--- src/rtl/core/linear_probe_hash_map_assert.svh ---
// Assertion macros for the hash map core.
// Used by lphm_ctrl; expect clock and reset in the including module's scope.
`ifndef LINEAR_PROBE_HASH_MAP_ASSERT_SVH
`define LINEAR_PROBE_HASH_MAP_ASSERT_SVH
`ifndef SYNTHESIS
`define LPHM_ASSERT_IMPL(label, ante, cons) \
   label: assert property (@(posedge clock) disable iff (reset) (ante) |-> (cons)) \
      else $error("lphm: same-cycle check failed");
`define LPHM_ASSERT_NEXT(label, ante, cons) \
   label: assert property (@(posedge clock) disable iff (reset) (ante) |=> (cons)) \
      else $error("lphm: next-cycle check failed");
`else
`define LPHM_ASSERT_IMPL(label, ante, cons)
`define LPHM_ASSERT_NEXT(label, ante, cons)
`endif
`endif

--- src/rtl/core/lphm_pkg.sv ---
// Shared types and constants of the hash map core.
// No dependencies.
`default_nettype none

package lphm_pkg;
   localparam int ROW_W    = 8;
   localparam int COL_W    = 16;
   localparam int VALUE_W  = 63;
   localparam int SLOT_W   = 10;
   localparam int STATUS_W = 3;
   localparam int HASH_W   = 28;

   localparam logic [14:0] HASH_MUL_ROW = 15'd31371;
   localparam logic [11:0] HASH_MUL_COL = 12'd2689;

   typedef enum logic {
      FUNC_INSERT = 1'b0,
      FUNC_LOOKUP = 1'b1
   } func_type;

   typedef enum logic [STATUS_W-1:0] {
      ST_INSERTED  = 3'd0,
      ST_DUPLICATE = 3'd1,
      ST_FULL      = 3'd2,
      ST_FOUND     = 3'd3,
      ST_NOT_FOUND = 3'd4
   } status_type;

   typedef struct packed {
      logic               used;
      logic [ROW_W-1:0]   row;
      logic [COL_W-1:0]   col;
      logic [VALUE_W-1:0] value;
   } entry_type;

   typedef struct packed {
      logic wr_en;
      logic rd_en;
   } mem_ctl_type;
endpackage

`default_nettype wire

--- src/rtl/core/lphm_hash.sv ---
// Home slot unit: (row*31371 + col*2689) mod TABLE_DEPTH.
// Power-of-two depth: a registered mask. Otherwise the per-byte remainder ROM outputs are registered, then
// a three-way add with a final reduction is registered. Uses lphm_pkg.
`default_nettype none

module lphm_hash #(
   parameter int TABLE_DEPTH = 1024,
   parameter int IDX_W       = 10
) (
   input  logic                       clock,
   input  logic                       reset,
   input  logic                       start,
   input  logic [lphm_pkg::ROW_W-1:0] key_row,
   input  logic [lphm_pkg::COL_W-1:0] key_col,
   output logic                       done,
   output logic [IDX_W-1:0]           home
);
   import lphm_pkg::*;

   localparam bit IS_POW2 = (TABLE_DEPTH & (TABLE_DEPTH - 1)) == 0;

   generate
      if (IS_POW2) begin : g_mask
         logic [HASH_W-1:0] sum;
         logic              done_ff;
         logic [IDX_W-1:0]  home_ff;

         assign sum = HASH_W'(key_row) * HASH_W'(HASH_MUL_ROW)
                    + HASH_W'(key_col) * HASH_W'(HASH_MUL_COL);

         always_ff @(posedge clock) begin
            if (reset) begin
               done_ff <= 1'b0;
            end else begin
               done_ff <= start;
            end
            if (start) begin
               home_ff <= sum[IDX_W-1:0];
            end
         end

         assign done = done_ff;
         assign home = home_ff;
      end else begin : g_rom
         localparam int ROW_N = 2 ** ROW_W;
         localparam int COL_H = COL_W / 2;
         localparam int COL_N = 2 ** COL_H;
         localparam logic [IDX_W+1:0] DEP_1 = (IDX_W + 2)'(TABLE_DEPTH);
         localparam logic [IDX_W+1:0] DEP_2 = (IDX_W + 2)'(2 * TABLE_DEPTH);

         logic [IDX_W-1:0] row_rom [ROW_N];
         logic [IDX_W-1:0] hi_rom  [COL_N];
         logic [IDX_W-1:0] lo_rom  [COL_N];
         logic             part_ok_ff;
         logic             done_ff;
         logic [IDX_W-1:0] row_part_ff, hi_part_ff, lo_part_ff;
         logic [IDX_W+1:0] part_sum;
         logic [IDX_W-1:0] home_ff, home_in;

         // each key byte's contribution, already reduced mod depth
         for (genvar i = 0; i < ROW_N; i++) begin : g_row
            assign row_rom[i] = IDX_W'((i * int'(HASH_MUL_ROW)) % TABLE_DEPTH);
         end
         for (genvar i = 0; i < COL_N; i++) begin : g_col
            assign hi_rom[i] = IDX_W'((i * COL_N * int'(HASH_MUL_COL)) % TABLE_DEPTH);
            assign lo_rom[i] = IDX_W'((i * int'(HASH_MUL_COL)) % TABLE_DEPTH);
         end

         assign part_sum = (IDX_W + 2)'(row_part_ff) + (IDX_W + 2)'(hi_part_ff)
                         + (IDX_W + 2)'(lo_part_ff);

         always_comb begin
            if (part_sum >= DEP_2) begin
               home_in = IDX_W'(part_sum - DEP_2);
            end else if (part_sum >= DEP_1) begin
               home_in = IDX_W'(part_sum - DEP_1);
            end else begin
               home_in = part_sum[IDX_W-1:0];
            end
         end

         always_ff @(posedge clock) begin
            if (reset) begin
               part_ok_ff <= 1'b0;
               done_ff    <= 1'b0;
            end else begin
               part_ok_ff <= start;
               done_ff    <= part_ok_ff;
            end
            if (start) begin
               row_part_ff <= row_rom[key_row];
               hi_part_ff  <= hi_rom[key_col[COL_W-1:COL_H]];
               lo_part_ff  <= lo_rom[key_col[COL_H-1:0]];
            end
            if (part_ok_ff) begin
               home_ff <= home_in;
            end
         end

         assign done = done_ff;
         assign home = home_ff;
      end
   endgenerate
endmodule

`default_nettype wire

--- config.mk ---
export PLATFORM = sky130hd
export DESIGN_NAME = lphm_hash
export DESIGN_NICKNAME = d
export VERILOG_FILES = /design/src/rtl/core/linear_probe_hash_map_assert.svh /design/src/rtl/core/lphm_pkg.sv /design/src/rtl/core/lphm_hash.sv
export SDC_FILE = /design/constraint.sdc
export NUM_CORES = 1
export LEC_CHECK = 0
export ABC_AREA = 1
export BUFFER_PORTS_ARGS = -buffer_cell sky130_fd_sc_hd__buf_2
export CORE_MARGIN = 2
export CORE_UTILIZATION = 25
export DETAILED_ROUTE_END_ITERATION = 10
export PLACE_DENSITY_LB_ADDON = 0.1
export SLEW_MARGIN = 20
export SYNTH_ARGS = -nofsm -noshare
export SYNTH_HDL_FRONTEND = slang
export SYNTH_SLANG_ARGS = --single-unit
--- constraint.sdc ---
create_clock -name clock -period 4.9 [get_ports clock]
set_input_delay 0.49 -clock clock [delete_from_list [all_inputs] [get_ports clock]]
set_output_delay 0.49 -clock clock [all_outputs]
set_load 0.05 [all_outputs]
==> qor.csv, run 1 <==
metric;value;unit
outcome;complete, no violations;
H-Tree Level Count;1;
first-pass detailed-route iteration total;4;
most frequent cells in the layout;ha_1, inv_1, buf_2;
Residual DRC;0;
Worst Min Path Start;reset;
Tcrit/Tclk final;87.8;%
worst path arrival time;4.29;ns
Synth cell types;17;
clk sinks;11;
gr ovfl total;0;
Synth-to-Final Area Change;18.5;%
Slew @ Worst Pin;0.258;ns
Layout Utilization;30.2;%
Ys Warns;0;
Setup Fix Bufs, Post-CTS;0;
Die Wd;84.0;um
total global-route track usage;8.49;%
Mapped Cells;169;
starting density of the core;25.5;%
fin. max-slew vios;0;
total CTS buffers;3;
Vias/cell;3.96;
setup TNS;0;ns
Resize count post-CTS;0;
most common cell after layout, fill and taps aside;ha_1;
f_max;233;MHz
Min-Delay Path Class;in -> reg;
DRT Wirelength;2730;um
Leak;1.06;nW
WS Path Type;in -> reg;
largest net degree at the start of global routing;12;
n_diodes;0;
synthesis-stage register bit count;11;
CTS Hold Bufs;0;
number of routed nets with antenna violations;0;
Worst Setup Start Kind;input port;
GP Congestion;0.704;
root buffer cell;clkbuf_8;
first-pass GRT wire length;4900;um
total vias in the final route;1112;
worst rel slew slack;82.9;%
dpl hpwl;2550;um
Die Height;84.0;um
Final Hold Fails;0;
# rows;29;
layout cells sized above 1;19.6;%
Ports;38;
CP startpoint;key_row[6];
worst IR drop on VDD;0.237;mV
Net Count, Synth;254;
Pwr Density;435;nW/um^2
Final setup violation count;0;
RSZ-0062 raised after global routing;false;
CTS Buffer Depth;2;
WP data required;4.89;ns
initial antenna violation count;0;
vias in the first global route;1154;
Syn Area/Cell;9.48;um^2
crit path time final;4.30;ns
Netlist Area Pre-Place;1600;um^2
Core ar.;6280;um^2
CTS tree;yes;
Clock Pin Slew Worst Setup and Hold Paths;0.05;ns
crit path max fanout;5;
register area share after synthesis;20.0;%
maxcap violations;0;
Port Buf Inserts;31;
routed length per instance;9.70;um
Die ar.;7060;um^2
Final #Nets;290;
Iter 0 DRT Violations;24;
CP endpoint kind;flip-flop;
power by group:
group / total [mW] / switching (mW) / internal [mW] / leakage [nW]
logic: 0.570 / 0.375 / 0.195 / 0.935
clock network: 0.0875 / 0.0307 / 0.0568 / 0.0228
registers: 0.168 / 0.00619 / 0.161 / 0.106
logic make-up (layout without fill, tap and decap cells):
logic type	after synthesis	in the layout	share of synthesized area (%)
buffers and inverters	40	75	9.37
DFF	11	11	20.0
and+or+nand+nor	44	44	12.2
xor gates and xnor gates	8	8	4.38
AOI/OAI and AO/OA	8	8	2.66
adders and majority gates	58	58	51.4
synthesized netlist by cell type:
library cell | instances | area [um^2]
ha_1 | 45 | 563
xor2_1 | 6 | 52.6
edfxtp_1 | 10 | 300
dfxtp_1 | 1 | 20.0
nor3_1 | 1 | 5.00
nand2_2 | 2 | 12.5
nand2_1 | 25 | 93.8
inv_1 | 39 | 146
nand3_1 | 7 | 35.0
nand3_2 | 2 | 20.0
nor2_2 | 1 | 6.26
inv_2 | 1 | 3.75
a21oi_1 | 7 | 35.0
o31ai_1 | 1 | 7.51
nor2_1 | 6 | 22.5
fa_1 | 13 | 260
xnor2_1 | 2 | 17.5
flip-flops by register name, indices dropped and copies added (netlist names):
register / flops
done: 1
home: 10
layer usage:
layer	vias up	GRT usage [%]	part of all wire [%]	routed length [um]
met2	25	13.1	41	1120
met4	0	3.08	0.55	15
met3	2	1.38	4.0	110
met5	-	0	0	0
li1	611	-	-	-
met1	474	11.9	54	1480
path summary, 6_finish.rpt:
kind | endpoint | cells past startpoint
setup / recovery | home[9]$_DFFE_PP_ | 16
hold / removal | done$_SDFF_PP0_ | 2
layout make-up:
class	instances	area (um^2)
fill	700	4380
multi-input combinational	118	1130
sequential	11	320
timing repair buffer	31	155
inverter	40	150
tap	77	96.3
clock buffer	4	45.0
metrics by stage:
stage | hold slack (ns) | instances | setup slack, ns | instance area, um^2 | power [mW]
floorplan | 0.561 | 169 | 0.703 | 1600 | 0.625
global placement | 0.649 | 277 | 0.316 | 1850 | 0.753
detailed placement | 0.649 | 277 | 0.298 | 1850 | 0.751
CTS | 0.400 | 281 | 0.550 | 1900 | 0.847
global route | 0.412 | 281 | 0.342 | 1900 | 0.928
finish | 0.408 | 281 | 0.600 | 1900 | 0.825
worst max-delay path, stage by stage:
cell,delay (ns)
buf_2,0.14
fa_1,0.50
fa_1,0.52
ha_1,0.14
inv_1,0.05
fa_1,0.51
fa_1,0.44
fa_1,0.55
inv_1,0.05
ha_1,0.30
a21oi_1,0.14
o31ai_1,0.09
a21oi_1,0.21
inv_1,0.06
nand2_1,0.06
nand2_1,0.04
No activity file was read; power rests on OpenSTA's default activity.
==> run 2, diff against run 1 <==
Clock period 4.9 ns to 4.41 ns, I/O delays scaled along.
==> qor.csv, run 2 (synthesis results as in run 1) <==
metric;value;unit
crit path time final;4.21;ns
Setup Fix Bufs, Post-CTS;0;
setup TNS;0;ns
number of routed nets with antenna violations;0;
layout cells sized above 1;20.8;%
outcome;complete, no violations;
area of the multi-input gates;1130;um^2
fin cells;284;
most frequent cells in the layout;ha_1, inv_1, buf_2;
worst rel slew slack;82.8;%
vias in the first global route;1158;
Core ar.;6280;um^2
n_diodes;0;
Residual DRC;0;
first-pass detailed-route iteration total;3;
routed length per instance;9.71;um
root buffer cell;clkbuf_8;
Worst setup endpoint;home[9]$_DFFE_PP_;
Resize count post-CTS;0;
placed cell count;280;
dpl hpwl;2610;um
CTS Hold Bufs;0;
final instance area;1920;um^2
dpl cell area;1880;um^2
most common cell after layout, fill and taps aside;ha_1;
Final #Nets;293;
initial antenna violation count;0;
Tcrit/Tclk final;95.5;%
Vias/cell;3.98;
first-pass GRT wire length;5060;um
Seq. cell area;320;um^2
Die Height;84.0;um
gr ovfl total;0;
starting density of the core;25.5;%
H-Tree Level Count;1;
Final setup violation count;0;
CTS tree;yes;
Clock Pin Slew Worst Setup and Hold Paths;0.05;ns
max FFs per register;10;
crit path max fanout;2;
CP startpoint;key_row[6];
Worst Setup Start Kind;input port;
WP data required;4.40;ns
Min-Delay Path Class;in -> reg;
GP Congestion;0.695;
CTS Buffer Depth;2;
total global-route track usage;8.76;%
DRT Wirelength;2760;um
Port Buf Inserts;31;
Ports;38;
CP endpoint kind;flip-flop;
RSZ-0062 raised after global routing;false;
Slew @ Worst Pin;0.260;ns
Die Wd;84.0;um
# rows;29;
clk sinks;11;
WS Path Type;in -> reg;
largest net degree at the start of global routing;12;
Die ar.;7060;um^2
Pwr Density;488;nW/um^2
worst IR drop on VDD;0.266;mV
fin. max-slew vios;0;
f_max;237;MHz
Synth-to-Final Area Change;19.9;%
Final Hold Fails;0;
Iter 0 DRT Violations;24;
worst path arrival time;4.20;ns
maxcap violations;0;
Fillers;711;
total vias in the final route;1131;
Leak;1.08;nW
total CTS buffers;3;
run 2: power breakdown:
part           leakage, nW  internal, mW  switching (mW)
logic                0.950         0.234           0.420
registers            0.106         0.179         0.00672
clock network       0.0228        0.0632          0.0342
total                 1.08         0.476           0.461
run 2: cell type report:
class                   count  area share [%]
repair buffers             34            9.25
well taps                  77            5.02
flip-flops and latches     11            16.7
inverters                  40            7.82
multi-input cells         118            58.9
clock buffers               4            2.35
run 2: how the worst min path moves through the flow:
stage | startpoint | to | slack (ns) | cells past startpoint
2_1_floorplan | reset | done$_SDFF_PP0_ | 0.51 | 1
3_3_place_gp | reset | done$_SDFF_PP0_ | 0.60 | 2
3_5_place_dp | reset | done$_SDFF_PP0_ | 0.60 | 2
4_1_cts | reset | done$_SDFF_PP0_ | 0.35 | 2
5_1_grt | reset | done$_SDFF_PP0_ | 0.36 | 2
6_report | reset | done$_SDFF_PP0_ | 0.36 | 2
run 2: routing by layer:
metal | vias up | global-route usage [%] | wire length (um)
met5 | - | 0 | 0
met3 | 2 | 1.48 | 129
met1 | 488 | 12.6 | 1480
li1 | 616 | - | -
met2 | 25 | 13.2 | 1130
met4 | 0 | 3.08 | 19
run 2: per-stage QoR:
stage / util [%] / setup WS (ns) / hold WS [ns] / total power, mW
2_1_floorplan: - / 0.262 / 0.512 / 0.695
3_3_place_gp: 29.9 / -0.0963 / 0.600 / 0.855
3_5_place_dp: 29.9 / -0.0949 / 0.601 / 0.856
4_1_cts: 30.6 / 0.152 / 0.351 / 0.962
5_1_grt: 30.6 / 0.0276 / 0.363 / 1.05
6_report: 30.6 / 0.198 / 0.358 / 0.937
run 2: critical path, stage by stage:
cell	delay [ns]
buf_2	0.11
fa_1	0.49
fa_1	0.52
ha_1	0.14
inv_1	0.05
fa_1	0.52
fa_1	0.44
fa_1	0.55
inv_1	0.05
ha_1	0.30
a21oi_1	0.14
o31ai_1	0.09
a21oi_1	0.20
inv_1	0.06
nand2_1	0.06
nand2_1	0.04
==> run 3, diff against run 2 <==
Settings changed: PLACE_DENSITY set to 0.5, PLACE_DENSITY_LB_ADDON 0.1 to unset.
==> qor.csv, run 3 (synthesis results as in run 1) <==
metric;value;unit
Fillers;690;
outcome;complete, no violations;
NetSw;0.460;mW
first-pass GRT wire length;4970;um
Cell Int Power;0.476;mW
total global-route track usage;8.44;%
Core ar.;6280;um^2
RSZ-0062 raised after global routing;false;
Hold Path Depth;2;
dpl cell area;1880;um^2
H-Tree Level Count;1;
clk sinks;11;
Setup Fix Bufs, Post-CTS;0;
Worst Min Path Start;reset;
Min-Delay Path Class;in -> reg;
worst rel slew slack;84.3;%
CTS tree;yes;
Gate power share;70.0;%
most common cell after layout, fill and taps aside;ha_1;
f_max;242;MHz
final instance area;1920;um^2
crit path time final;4.13;ns
most frequent cells in the layout;ha_1, inv_1, buf_2;
total vias in the final route;1120;
Pwr Density;487;nW/um^2
Synth-to-Final Area Change;19.9;%
number of routed nets with antenna violations;0;
first-pass detailed-route iteration total;2;
GP Congestion;0.687;
worst path arrival time;4.11;ns
Slew @ Worst Pin;0.233;ns
routed length per instance;9.37;um
area of the multi-input gates;1130;um^2
# rows;29;
Final #Nets;293;
root buffer cell;clkbuf_8;
Leak;1.08;nW
layout cells sized above 1;20.8;%
starting density of the core;25.5;%
Clock Pin Slew Worst Setup and Hold Paths;0.05;ns
dpl hpwl;2470;um
Ports;38;
max FFs per register;10;
vias in the first global route;1185;
WS Path Type;in -> reg;
maxcap violations;0;
initial antenna violation count;0;
Sw Ratio;49.1;%
largest net degree at the start of global routing;12;
Final setup violation count;0;
DRT Wirelength;2660;um
CP endpoint kind;flip-flop;
Die Wd;84.0;um
Final Hold Fails;0;
hold endpoint;done$_SDFF_PP0_;
crit path max fanout;2;
Flop pwr share;19.8;%
Residual DRC;0;
Clk pwr share;10.2;%
Die Height;84.0;um
Worst Setup Start Kind;input port;
total CTS buffers;3;
Tcrit/Tclk final;93.6;%
worst IR drop on VDD;0.338;mV
Die ar.;7060;um^2
fin. max-slew vios;0;
Seq. cell area;320;um^2
setup TNS;0;ns
gr ovfl total;0;
CTS Buffer Depth;2;
n_diodes;0;
Vias/cell;3.94;
Port Buf Inserts;31;
Iter 0 DRT Violations;31;
WP data required;4.39;ns
[run 3: stage by stage]
stage / std cells / utilization (%) / total power [mW] / worst slack (ns) / hold slack [ns]
2_1_floorplan: 169 / - / 0.695 / 0.262 / 0.512
3_3_place_gp: 280 / 29.9 / 0.844 / -0.0424 / 0.600
3_5_place_dp: 280 / 29.9 / 0.850 / -0.0717 / 0.604
4_1_cts: 284 / 30.6 / 0.954 / 0.172 / 0.356
5_1_grt: 284 / 30.6 / 1.05 / 0.0355 / 0.354
6_report: 284 / 30.6 / 0.935 / 0.284 / 0.361
[run 3: worst max-delay path by stage]
stage	from	end	slack (ns)	cells past startpoint
floorplan	key_row[6]	home[9]$_DFFE_PP_	0.26	15
global placement	key_row[6]	home[9]$_DFFE_PP_	-0.04	16
detailed placement	key_row[6]	home[9]$_DFFE_PP_	-0.07	16
CTS	key_row[6]	home[9]$_DFFE_PP_	0.17	16
global route	key_col[7]	home[9]$_DFFE_PP_	0.04	16
finish	key_col[7]	home[9]$_DFFE_PP_	0.28	16
[run 3: final cells by class]
class | count | share of cell area, %
clock buffer | 4 | 2.35
inverter | 40 | 7.82
multi-input combinational | 118 | 58.9
sequential | 11 | 16.7
tap | 77 | 5.02
timing repair buffer | 34 | 9.25
[run 3: what timing repair did]
| action | 4_1_cts | 5_1_grt |
|---|---|---|
| gates resized for setup | 0 | 0 |
| endpoints found under the setup margin | 0 | 1 |
| hold buffers | 0 | 0 |
[run 3: layer usage]
layer | global-route usage [%] | up-vias | part of all wire [%]
li1 | - | 617 | -
met1 | 11.5 | 475 | 53
met2 | 13.3 | 26 | 41
met3 | 1.78 | 2 | 5.2
met4 | 2.64 | 0 | 0.71
met5 | 0 | - | 0
[run 3: worst max-delay path, cell delays in order]
cell and delay (ns):
buf_2 0.11, fa_1 0.55, fa_1 0.41, ha_1 0.20
inv_1 0.06, fa_1 0.42, fa_1 0.49, fa_1 0.49
inv_1 0.05, ha_1 0.29, a21oi_1 0.15, o31ai_1 0.09
a21oi_1 0.19, inv_1 0.06, nand2_1 0.06, nand2_1 0.05
[run 3: power groups by stage]
stage / combinational (mW) / clock, mW / sequential [mW]
2_1_floorplan: 0.370 / 0 / 0.325
3_3_place_gp: 0.656 / 0 / 0.188
3_5_place_dp: 0.663 / 0 / 0.188
4_1_cts: 0.669 / 0.0993 / 0.186
5_1_grt: 0.760 / 0.104 / 0.189
6_report: 0.654 / 0.0956 / 0.185
