### config.mk
export PLATFORM = sky130hd
export DESIGN_NAME = lphm_ctrl_flat
export DESIGN_NICKNAME = d
export VERILOG_FILES = /design/src/rtl/core/lphm_pkg.sv /design/src/rtl/core/lphm_req_if.sv /design/src/rtl/core/lphm_rsp_if.sv /design/src/rtl/core/lphm_ctrl.sv /design/src/flat_wrapper.sv
export VERILOG_INCLUDE_DIRS = /design/src /design/src/rtl/core
export SDC_FILE = /design/constraint.sdc
export NUM_CORES = 1
export LEC_CHECK = 0
export BUFFER_PORTS_ARGS = -buffer_cell sky130_fd_sc_hd__buf_2
export CAP_MARGIN = 20
export CELL_PAD_IN_SITES_DETAIL_PLACEMENT = 0
export CELL_PAD_IN_SITES_GLOBAL_PLACEMENT = 1
export CORE_UTILIZATION = 36
export DETAILED_ROUTE_END_ITERATION = 12
export PLACE_DENSITY = 0.8
export SETUP_SLACK_MARGIN = 0.15
export SKIP_CTS_REPAIR_TIMING = 1
export SYNTH_ARGS = -nofsm -noshare
export SYNTH_HDL_FRONTEND = slang
export SYNTH_SLANG_ARGS = --single-unit
### constraint.sdc
create_clock -name clock -period 4.6 [get_ports clock]
set_input_delay 0.46 -clock clock [delete_from_list [all_inputs] [get_ports clock]]
set_output_delay 0.46 -clock clock [all_outputs]
set_load 0.005 [all_outputs]
### src/rtl/core/linear_probe_hash_map_assert.svh
// Assertion macros for the hash map core.
// Used by lphm_ctrl; expect clock and reset in the including module's scope.
`ifndef LINEAR_PROBE_HASH_MAP_ASSERT_SVH
`define LINEAR_PROBE_HASH_MAP_ASSERT_SVH
`ifndef SYNTHESIS
`define LPHM_ASSERT_IMPL(label, ante, cons) \
   label: assert property (@(posedge clock) disable iff (reset) (ante) |-> (cons)) \
      else $error("lphm: same-cycle check failed");
`define LPHM_ASSERT_NEXT(label, ante, cons) \
   label: assert property (@(posedge clock) disable iff (reset) (ante) |=> (cons)) \
      else $error("lphm: next-cycle check failed");
`else
`define LPHM_ASSERT_IMPL(label, ante, cons)
`define LPHM_ASSERT_NEXT(label, ante, cons)
`endif
`endif

### src/rtl/core/lphm_pkg.sv
// Shared types and constants of the hash map core.
// No dependencies.
`default_nettype none

package lphm_pkg;
   localparam int ROW_W    = 8;
   localparam int COL_W    = 16;
   localparam int VALUE_W  = 63;
   localparam int SLOT_W   = 10;
   localparam int STATUS_W = 3;
   localparam int HASH_W   = 28;

   localparam logic [14:0] HASH_MUL_ROW = 15'd31371;
   localparam logic [11:0] HASH_MUL_COL = 12'd2689;

   typedef enum logic {
      FUNC_INSERT = 1'b0,
      FUNC_LOOKUP = 1'b1
   } func_type;

   typedef enum logic [STATUS_W-1:0] {
      ST_INSERTED  = 3'd0,
      ST_DUPLICATE = 3'd1,
      ST_FULL      = 3'd2,
      ST_FOUND     = 3'd3,
      ST_NOT_FOUND = 3'd4
   } status_type;

   typedef struct packed {
      logic               used;
      logic [ROW_W-1:0]   row;
      logic [COL_W-1:0]   col;
      logic [VALUE_W-1:0] value;
   } entry_type;

   typedef struct packed {
      logic wr_en;
      logic rd_en;
   } mem_ctl_type;
endpackage

`default_nettype wire

### src/rtl/core/lphm_req_if.sv
// Request channel: valid/ready handshake carrying one operation item.
// Depends on lphm_pkg.
`default_nettype none

interface lphm_req_if;
   import lphm_pkg::*;
   logic               valid;
   logic               ready;
   logic               func;
   logic [ROW_W-1:0]   key_row;
   logic [COL_W-1:0]   key_col;
   logic [VALUE_W-1:0] value_in;

   modport source (output valid, func, key_row, key_col, value_in, input ready);
   modport sink   (input valid, func, key_row, key_col, value_in, output ready);
endinterface

`default_nettype wire

### src/rtl/core/lphm_rsp_if.sv
// Response channel: valid/ready handshake carrying one result item.
// Depends on lphm_pkg.
`default_nettype none

interface lphm_rsp_if;
   import lphm_pkg::*;
   logic                valid;
   logic                ready;
   logic [STATUS_W-1:0] status;
   logic [SLOT_W-1:0]   slot;
   logic [VALUE_W-1:0]  value_out;

   modport source (output valid, status, slot, value_out, input ready);
   modport sink   (input valid, status, slot, value_out, output ready);
endinterface

`default_nettype wire

### src/rtl/core/lphm_ctrl.sv
// Probe sequencer: clearing sweep, linear probing, entry count, result register.
// Uses lphm_pkg, lphm_req_if, lphm_rsp_if and the assertion macros.
`default_nettype none
`include "linear_probe_hash_map_assert.svh"

module lphm_ctrl #(
   parameter int TABLE_DEPTH = 1024,
   parameter int IDX_W       = 10
) (
   input  logic                       clock,
   input  logic                       reset,
   lphm_req_if.sink                   req_if,
   lphm_rsp_if.source                 rsp_if,
   output logic                       hash_start,
   output logic [lphm_pkg::ROW_W-1:0] hash_row,
   output logic [lphm_pkg::COL_W-1:0] hash_col,
   input  logic                       hash_done,
   input  logic [IDX_W-1:0]           hash_home,
   output lphm_pkg::mem_ctl_type      mem_ctl,
   output logic [IDX_W-1:0]           mem_wr_addr,
   output lphm_pkg::entry_type        mem_wr_data,
   output logic [IDX_W-1:0]           mem_rd_addr,
   input  lphm_pkg::entry_type        mem_rd_data
);
   import lphm_pkg::*;

   localparam int HALF  = TABLE_DEPTH / 2;
   localparam int CNT_W = $clog2(HALF + 1);
   localparam logic [IDX_W-1:0] LAST = IDX_W'(TABLE_DEPTH - 1);

   typedef enum logic [2:0] {
      S_CLEAR,
      S_IDLE,
      S_HASH,
      S_PROBE,
      S_DONE
   } state_type;

   state_type          state_ff, state_in;
   logic [IDX_W-1:0]   clr_addr_ff, clr_addr_in;
   logic [CNT_W-1:0]   cnt_ff, cnt_in;
   func_type           op_func_ff, op_func_in;
   logic [ROW_W-1:0]   op_row_ff, op_row_in;
   logic [COL_W-1:0]   op_col_ff, op_col_in;
   logic [VALUE_W-1:0] op_value_ff, op_value_in;
   logic [IDX_W-1:0]   probe_addr_ff, probe_addr_in;
   logic [IDX_W-1:0]   probe_cnt_ff, probe_cnt_in;
   status_type         res_status_ff, res_status_in;
   logic [SLOT_W-1:0]  res_slot_ff, res_slot_in;
   logic [VALUE_W-1:0] res_value_ff, res_value_in;
   logic               rsp_valid_ff, rsp_valid_in;
   status_type         rsp_status_ff, rsp_status_in;
   logic [SLOT_W-1:0]  rsp_slot_ff, rsp_slot_in;
   logic [VALUE_W-1:0] rsp_value_ff, rsp_value_in;

   logic             hit;
   logic             insert_op;
   logic [IDX_W-1:0] next_addr;

   assign hit = mem_rd_data.used && (mem_rd_data.row == op_row_ff)
             && (mem_rd_data.col == op_col_ff);
   assign insert_op = (op_func_ff == FUNC_INSERT);
   assign next_addr = (probe_addr_ff == LAST) ? '0 : probe_addr_ff + 1'b1;

   assign hash_row = req_if.key_row;
   assign hash_col = req_if.key_col;

   always_comb begin
      state_in      = state_ff;
      clr_addr_in   = clr_addr_ff;
      cnt_in        = cnt_ff;
      op_func_in    = op_func_ff;
      op_row_in     = op_row_ff;
      op_col_in     = op_col_ff;
      op_value_in   = op_value_ff;
      probe_addr_in = probe_addr_ff;
      probe_cnt_in  = probe_cnt_ff;
      res_status_in = res_status_ff;
      res_slot_in   = res_slot_ff;
      res_value_in  = res_value_ff;
      rsp_valid_in  = rsp_valid_ff && !rsp_if.ready;
      rsp_status_in = rsp_status_ff;
      rsp_slot_in   = rsp_slot_ff;
      rsp_value_in  = rsp_value_ff;

      req_if.ready = (state_ff == S_IDLE);
      hash_start   = 1'b0;
      mem_ctl      = '0;
      mem_wr_addr  = probe_addr_ff;
      mem_wr_data  = {1'b1, op_row_ff, op_col_ff, op_value_ff};
      mem_rd_addr  = probe_addr_ff;

      case (state_ff)
         S_CLEAR: begin
            mem_ctl.wr_en = 1'b1;
            mem_wr_addr   = clr_addr_ff;
            mem_wr_data   = '0;
            clr_addr_in   = clr_addr_ff + 1'b1;
            if (clr_addr_ff == LAST) begin
               state_in = S_IDLE;
            end
         end
         S_IDLE: begin
            if (req_if.valid) begin
               op_func_in  = func_type'(req_if.func);
               op_row_in   = req_if.key_row;
               op_col_in   = req_if.key_col;
               op_value_in = req_if.value_in;
               if (req_if.func == FUNC_INSERT && cnt_ff >= CNT_W'(HALF)) begin
                  res_status_in = ST_FULL;
                  res_slot_in   = '0;
                  res_value_in  = '0;
                  state_in      = S_DONE;
               end else begin
                  hash_start = 1'b1;
                  state_in   = S_HASH;
               end
            end
         end
         S_HASH: begin
            if (hash_done) begin
               mem_ctl.rd_en = 1'b1;
               mem_rd_addr   = hash_home;
               probe_addr_in = hash_home;
               probe_cnt_in  = '0;
               state_in      = S_PROBE;
            end
         end
         S_PROBE: begin
            res_slot_in  = SLOT_W'(probe_addr_ff);
            res_value_in = '0;
            state_in     = S_DONE;
            if (hit) begin
               if (insert_op) begin
                  res_status_in = ST_DUPLICATE;
               end else begin
                  res_status_in = ST_FOUND;
                  res_value_in  = mem_rd_data.value;
               end
            end else if (!mem_rd_data.used) begin
               if (insert_op) begin
                  mem_ctl.wr_en = 1'b1;
                  cnt_in        = cnt_ff + 1'b1;
                  res_status_in = ST_INSERTED;
               end else begin
                  res_status_in = ST_NOT_FOUND;
                  res_slot_in   = '0;
               end
            end else if (probe_cnt_ff == LAST) begin
               res_status_in = insert_op ? ST_FULL : ST_NOT_FOUND;
               res_slot_in   = '0;
            end else begin
               mem_ctl.rd_en = 1'b1;
               mem_rd_addr   = next_addr;
               probe_addr_in = next_addr;
               probe_cnt_in  = probe_cnt_ff + 1'b1;
               state_in      = S_PROBE;
            end
         end
         S_DONE: begin
            if (!rsp_valid_ff || rsp_if.ready) begin
               rsp_valid_in  = 1'b1;
               rsp_status_in = res_status_ff;
               rsp_slot_in   = res_slot_ff;
               rsp_value_in  = res_value_ff;
               state_in      = S_IDLE;
            end
         end
         default: begin
            state_in = S_IDLE;
         end
      endcase
   end

   always_ff @(posedge clock) begin
      if (reset) begin
         state_ff     <= S_CLEAR;
         clr_addr_ff  <= '0;
         cnt_ff       <= '0;
         rsp_valid_ff <= 1'b0;
      end else begin
         state_ff     <= state_in;
         clr_addr_ff  <= clr_addr_in;
         cnt_ff       <= cnt_in;
         rsp_valid_ff <= rsp_valid_in;
      end
      op_func_ff    <= op_func_in;
      op_row_ff     <= op_row_in;
      op_col_ff     <= op_col_in;
      op_value_ff   <= op_value_in;
      probe_addr_ff <= probe_addr_in;
      probe_cnt_ff  <= probe_cnt_in;
      res_status_ff <= res_status_in;
      res_slot_ff   <= res_slot_in;
      res_value_ff  <= res_value_in;
      rsp_status_ff <= rsp_status_in;
      rsp_slot_ff   <= rsp_slot_in;
      rsp_value_ff  <= rsp_value_in;
   end

   assign rsp_if.valid     = rsp_valid_ff;
   assign rsp_if.status    = rsp_status_ff;
   assign rsp_if.slot      = rsp_slot_ff;
   assign rsp_if.value_out = rsp_value_ff;

   `LPHM_ASSERT_IMPL(a_count_bound, 1'b1, cnt_ff <= CNT_W'(HALF))
   `LPHM_ASSERT_IMPL(a_write_free, state_ff == S_PROBE && mem_ctl.wr_en, !mem_rd_data.used)
   `LPHM_ASSERT_NEXT(a_count_step, state_ff == S_PROBE && mem_ctl.wr_en,
                     cnt_ff == $past(cnt_ff) + 1'b1)
   `LPHM_ASSERT_IMPL(a_port_clash, mem_ctl.wr_en && mem_ctl.rd_en, mem_wr_addr != mem_rd_addr)
endmodule

`default_nettype wire

### src/flat_wrapper.sv
// flat-port wrapper written by rule: the top's interface ports become plain ports
module lphm_ctrl_flat import lphm_pkg::*;
#(
   parameter int TABLE_DEPTH = 1024,
   parameter int IDX_W       = 10
)
  (clock, reset, hash_start, hash_row, hash_col, hash_done, hash_home, mem_ctl, mem_wr_addr, mem_wr_data, mem_rd_addr, mem_rd_data, req_if_valid, req_if_func, req_if_key_row, req_if_key_col, req_if_value_in, req_if_ready, rsp_if_valid, rsp_if_status, rsp_if_slot, rsp_if_value_out, rsp_if_ready);
  lphm_req_if req_if_i ();
  lphm_rsp_if rsp_if_i ();
  input  logic clock;
  input  logic reset;
  output logic hash_start;
  output logic [lphm_pkg::ROW_W-1:0] hash_row;
  output logic [lphm_pkg::COL_W-1:0] hash_col;
  input  logic hash_done;
  input  logic [IDX_W-1:0] hash_home;
  output lphm_pkg::mem_ctl_type mem_ctl;
  output logic [IDX_W-1:0] mem_wr_addr;
  output lphm_pkg::entry_type mem_wr_data;
  output logic [IDX_W-1:0] mem_rd_addr;
  input  lphm_pkg::entry_type mem_rd_data;
  input wire logic [$bits(req_if_i.valid)-1:0] req_if_valid;
  input wire logic [$bits(req_if_i.func)-1:0] req_if_func;
  input wire logic [$bits(req_if_i.key_row)-1:0] req_if_key_row;
  input wire logic [$bits(req_if_i.key_col)-1:0] req_if_key_col;
  input wire logic [$bits(req_if_i.value_in)-1:0] req_if_value_in;
  output wire logic [$bits(req_if_i.ready)-1:0] req_if_ready;
  output wire logic [$bits(rsp_if_i.valid)-1:0] rsp_if_valid;
  output wire logic [$bits(rsp_if_i.status)-1:0] rsp_if_status;
  output wire logic [$bits(rsp_if_i.slot)-1:0] rsp_if_slot;
  output wire logic [$bits(rsp_if_i.value_out)-1:0] rsp_if_value_out;
  input wire logic [$bits(rsp_if_i.ready)-1:0] rsp_if_ready;
  assign req_if_i.valid = req_if_valid;
  assign req_if_i.func = req_if_func;
  assign req_if_i.key_row = req_if_key_row;
  assign req_if_i.key_col = req_if_key_col;
  assign req_if_i.value_in = req_if_value_in;
  assign req_if_ready = req_if_i.ready;
  assign rsp_if_valid = rsp_if_i.valid;
  assign rsp_if_status = rsp_if_i.status;
  assign rsp_if_slot = rsp_if_i.slot;
  assign rsp_if_value_out = rsp_if_i.value_out;
  assign rsp_if_i.ready = rsp_if_ready;
  lphm_ctrl #(.TABLE_DEPTH(TABLE_DEPTH), .IDX_W(IDX_W)) u_core (.clock(clock), .reset(reset), .req_if(req_if_i), .rsp_if(rsp_if_i), .hash_start(hash_start), .hash_row(hash_row), .hash_col(hash_col), .hash_done(hash_done), .hash_home(hash_home), .mem_ctl(mem_ctl), .mem_wr_addr(mem_wr_addr), .mem_wr_data(mem_wr_data), .mem_rd_addr(mem_rd_addr), .mem_rd_data(mem_rd_data));
endmodule
==> out/results.ini <==
[logic_synthesis]
muxShareOfSynthArea_pct = 0.0988
synth_cells = 806
synth_edf_count = 250
yosysWarnings = 0
yosysSeqAreaShare_pct = 71.9
synth_nets = 1002
ys_seq_elements = 284
syn_area_sq_mm = 0.0114
synth_fa_ha_area_share_pct = 0.549
ys_types = 52
synth_flop_cell = edfxtp_1
async_flop_share_pct = 0
synth_compound_area_share_pct = 3.48
synth_top_family_by_area = simple AND/OR/NAND/NOR gates
synthXorXnorAreaFrac_pct = 3.61
syn_avg_cell_area_sq_um = 14.1
yosys.area_share.simple_pct = 17.0

[pwr]
peakVddDrop_v = 0.000307
clkPwrFrac_pct = 32.4
p_sw_share_pct = 28.4
power.switching_uw = 2000
total_leakage_power_uw = 0.00600
power_density_mw_per_mm2 = 482
finalPower_uw = 7030
combPwrFrac_pct = 21.6
pwr-share-seq_pct = 46.0
p_int_uw = 5030

[finish]
seqCellArea_sq_mm = 0.00819
final_nets = 1390
drive_gt1_share_pct = 38.5
areaGrowthSynthToFinish_pct = 28.1
fillers = 2809
multi_input_area_sq_mm = 0.00284

[detailed_routing]
routed_wl_microns = 29000
wl_per_cell_microns = 17.9
routed_via_density = 4.72
drt_iter0_drc = 554
vias = 7629
drc = 24
postRouteAntennaNets = 0
first_pass_iters = 10

[clock_network]
cts-root-buf = clkbuf_16
clock_sinks = 284
htreeDepth = 1
worstSkewPairLatency_ns = 0.56
clk_pin_slew_ns = 0.06
cts_buffer_depth = 3
cts_tree = yes
cts_made_buffers = 30

[critical_path]
crit_buf_inv = 1
crit_type = flop to primary output
max_stage_delay_ns = 0.71
critical_path_arrival_ns = 3.24
critPathTopFamily = compound AO/OA/AOI/OAI gates
critical_path.max_fanout = 11
worst_ep_required_time_ns = 4.14
startpoint_type = flop
crit_path_cell_trace = nor2b_1, o21ai_0, a2111oi_0, a21oi_1, a211o_1, buf_2
cp-end-kind = primary output
slowest_stage = nor2b_1

[die]
rows = 64
ios = 404
core_sq_mm = 0.0308
die_h_microns = 180
initial_core_util_pct = 37.0
die_w_microns = 180
die_area_sq_mm = 0.0324

[flow_run]
drv_cap = 0

[sta]
skew_ns = 0.0157
slew_violations = 0
layout_min_cycle_time_ns = 3.70
worst_pin_slew_ns = 0.809
hold_viol = 0
tns_ns = 0
max_freq_mhz = 271
rsz0062_at_grt = no
setup_violations = 0
slew_headroom_pct = 45.9
min_period_over_period_pct = 80.3

[placed_design]
portBuffers = 403
globalplace.congestion = 0.842
dp_hpwl_microns = 21100

[global_route]
grt_pass1_vias = 7488
grt_antenna_before_repair = 4
grt_max_degree = 69
grt_pass1_wl_microns = 43200
grt_use_total_pct = 17.5
grt_overflow = 0

[status]
violations = design-rule violations
outcome = finished, violations left

[min_path]
hp-class = input port to flop

[cells by family after synthesis]
family	count (synthesis)
DFF	284
xor gates and xnor gates	47
adders and majority gates	5
AOI/OAI and AO/OA	62
buffers and inverters	64
muxes	1
and+or+nand+nor	343
[path summary, 6_finish.rpt]
| path | start | end | slack (ns) | cells past startpoint |
|---|---|---|---|---|
| hold / removal | req_if_value_in[23] | u_core.op_value_ff[23] | 0.08 | 1 |
| setup reg to reg | u_core.op_col_ff[6] | u_core.res_value_ff[13] | 1.90 | 6 |
| hold reg to reg | u_core.res_slot_ff[2] | u_core.rsp_if.slot[2] | 0.42 | 0 |
| setup / recovery | u_core.state_ff[1] | mem_rd_addr[7] | 0.90 | 6 |
[routing by layer]
metal | GRT usage [%] | share of wire (%)
met2 | 29.9 | 49
met4 | 6.03 | 2.8
met1 | 21.2 | 39
met5 | 0 | 0.045
met3 | 4.68 | 8.5
[stage by stage]
stage	cells	hold WS [ns]	setup slack, ns	util, %	area (sq um)
after detailed placement	1558	0.405	1.63	44.3	13700
final	1616	0.0829	0.904	47.3	14600
after floorplan	806	0.400	0.188	-	11400
after CTS	1613	0.0518	1.02	47.3	14600
after global placement	1557	0.401	1.69	44.3	13600
after global routing	1616	0.0520	0.803	47.3	14600
[flip-flops by register name (all words and copies together) (netlist names)]
name / count
u_core.op_value_ff: 63
u_core.res_value_ff: 63
u_core.rsp_if.value_out: 63
u_core.op_col_ff: 16
u_core.clr_addr_ff: 10
u_core.cnt_ff: 10
u_core.probe_addr_ff: 10
u_core.probe_cnt_ff: 10
u_core.res_slot_ff: 10
u_core.rsp_if.slot: 10
u_core.op_row_ff: 8
u_core.res_status_ff: 3
u_core.rsp_if.status: 3
u_core.state_ff: 3
u_core.op_func_ff: 1
u_core.rsp_if.valid: 1
[synth_stat cells, types with 2 or more instances]
cell,instances,area [sq um]
a2111oi_0,2,17.5
buf_6,6,67.6
nand2b_1,7,43.8
a31oi_1,3,18.8
nor2_1,39,146
nand4_1,12,75.1
inv_1,8,30.0
o22a_1,2,17.5
nand3_1,24,120
or2_2,2,12.5
xnor2_1,32,280
edfxtp_1,250,7510
o21ai_0,14,70.1
nor3b_1,3,22.5
and3_1,9,56.3
nand2_1,53,199
buf_2,5,25.0
a31o_2,3,26.3
a21oi_1,20,100
nor3_2,2,20.0
buf_4,24,180
nand3b_1,2,15.0
ha_1,5,62.6
nor3_1,3,15.0
dfxtp_1,34,681
and4_1,3,26.3
o221ai_1,2,17.5
a211o_1,2,17.5
xor2_1,15,131
o22ai_1,2,12.5
o211ai_1,2,15.0
nor2b_1,5,31.3
clkbuf_1,19,71.3
or3_1,5,31.3
and2_1,168,1050
a21o_1,3,22.5
[layout by cell type (no fill, tap or decap), types with 8 or more instances in the layout]
master and instances:
xnor2_1 32, dfxtp_1 34, edfxtp_1 250, nor2_1 37, nand2_1 53, clkinv_1 8, o21ai_0 14, a21oi_1 20
nand3_1 24, and2_1 167, nand4_1 12, xor2_1 15, buf_2 403, clkbuf_16 30, and3_1 9
[cell type report]
| class | instances | area share [%] |
|---|---|---|
| flip-flops and latches | 284 | 56.1 |
| multi-input cells | 458 | 19.5 |
| repair buffers | 412 | 14.5 |
| clock buffers | 37 | 5.32 |
| well taps | 396 | 3.40 |
| clock inverters | 18 | 0.995 |
| inverters | 8 | 0.206 |
| diodes | 3 | 0.0514 |
[power by group through the flow]
stage	Sequential, uW	Combinational, uW	Clock, uW
finish	3230	1520	2280
global route	3250	1690	2450
CTS	3220	1550	2350
detailed placement	3280	1530	0
global placement	3270	1530	0
floorplan	3210	871	0
(Power assumes the default switching activity.)
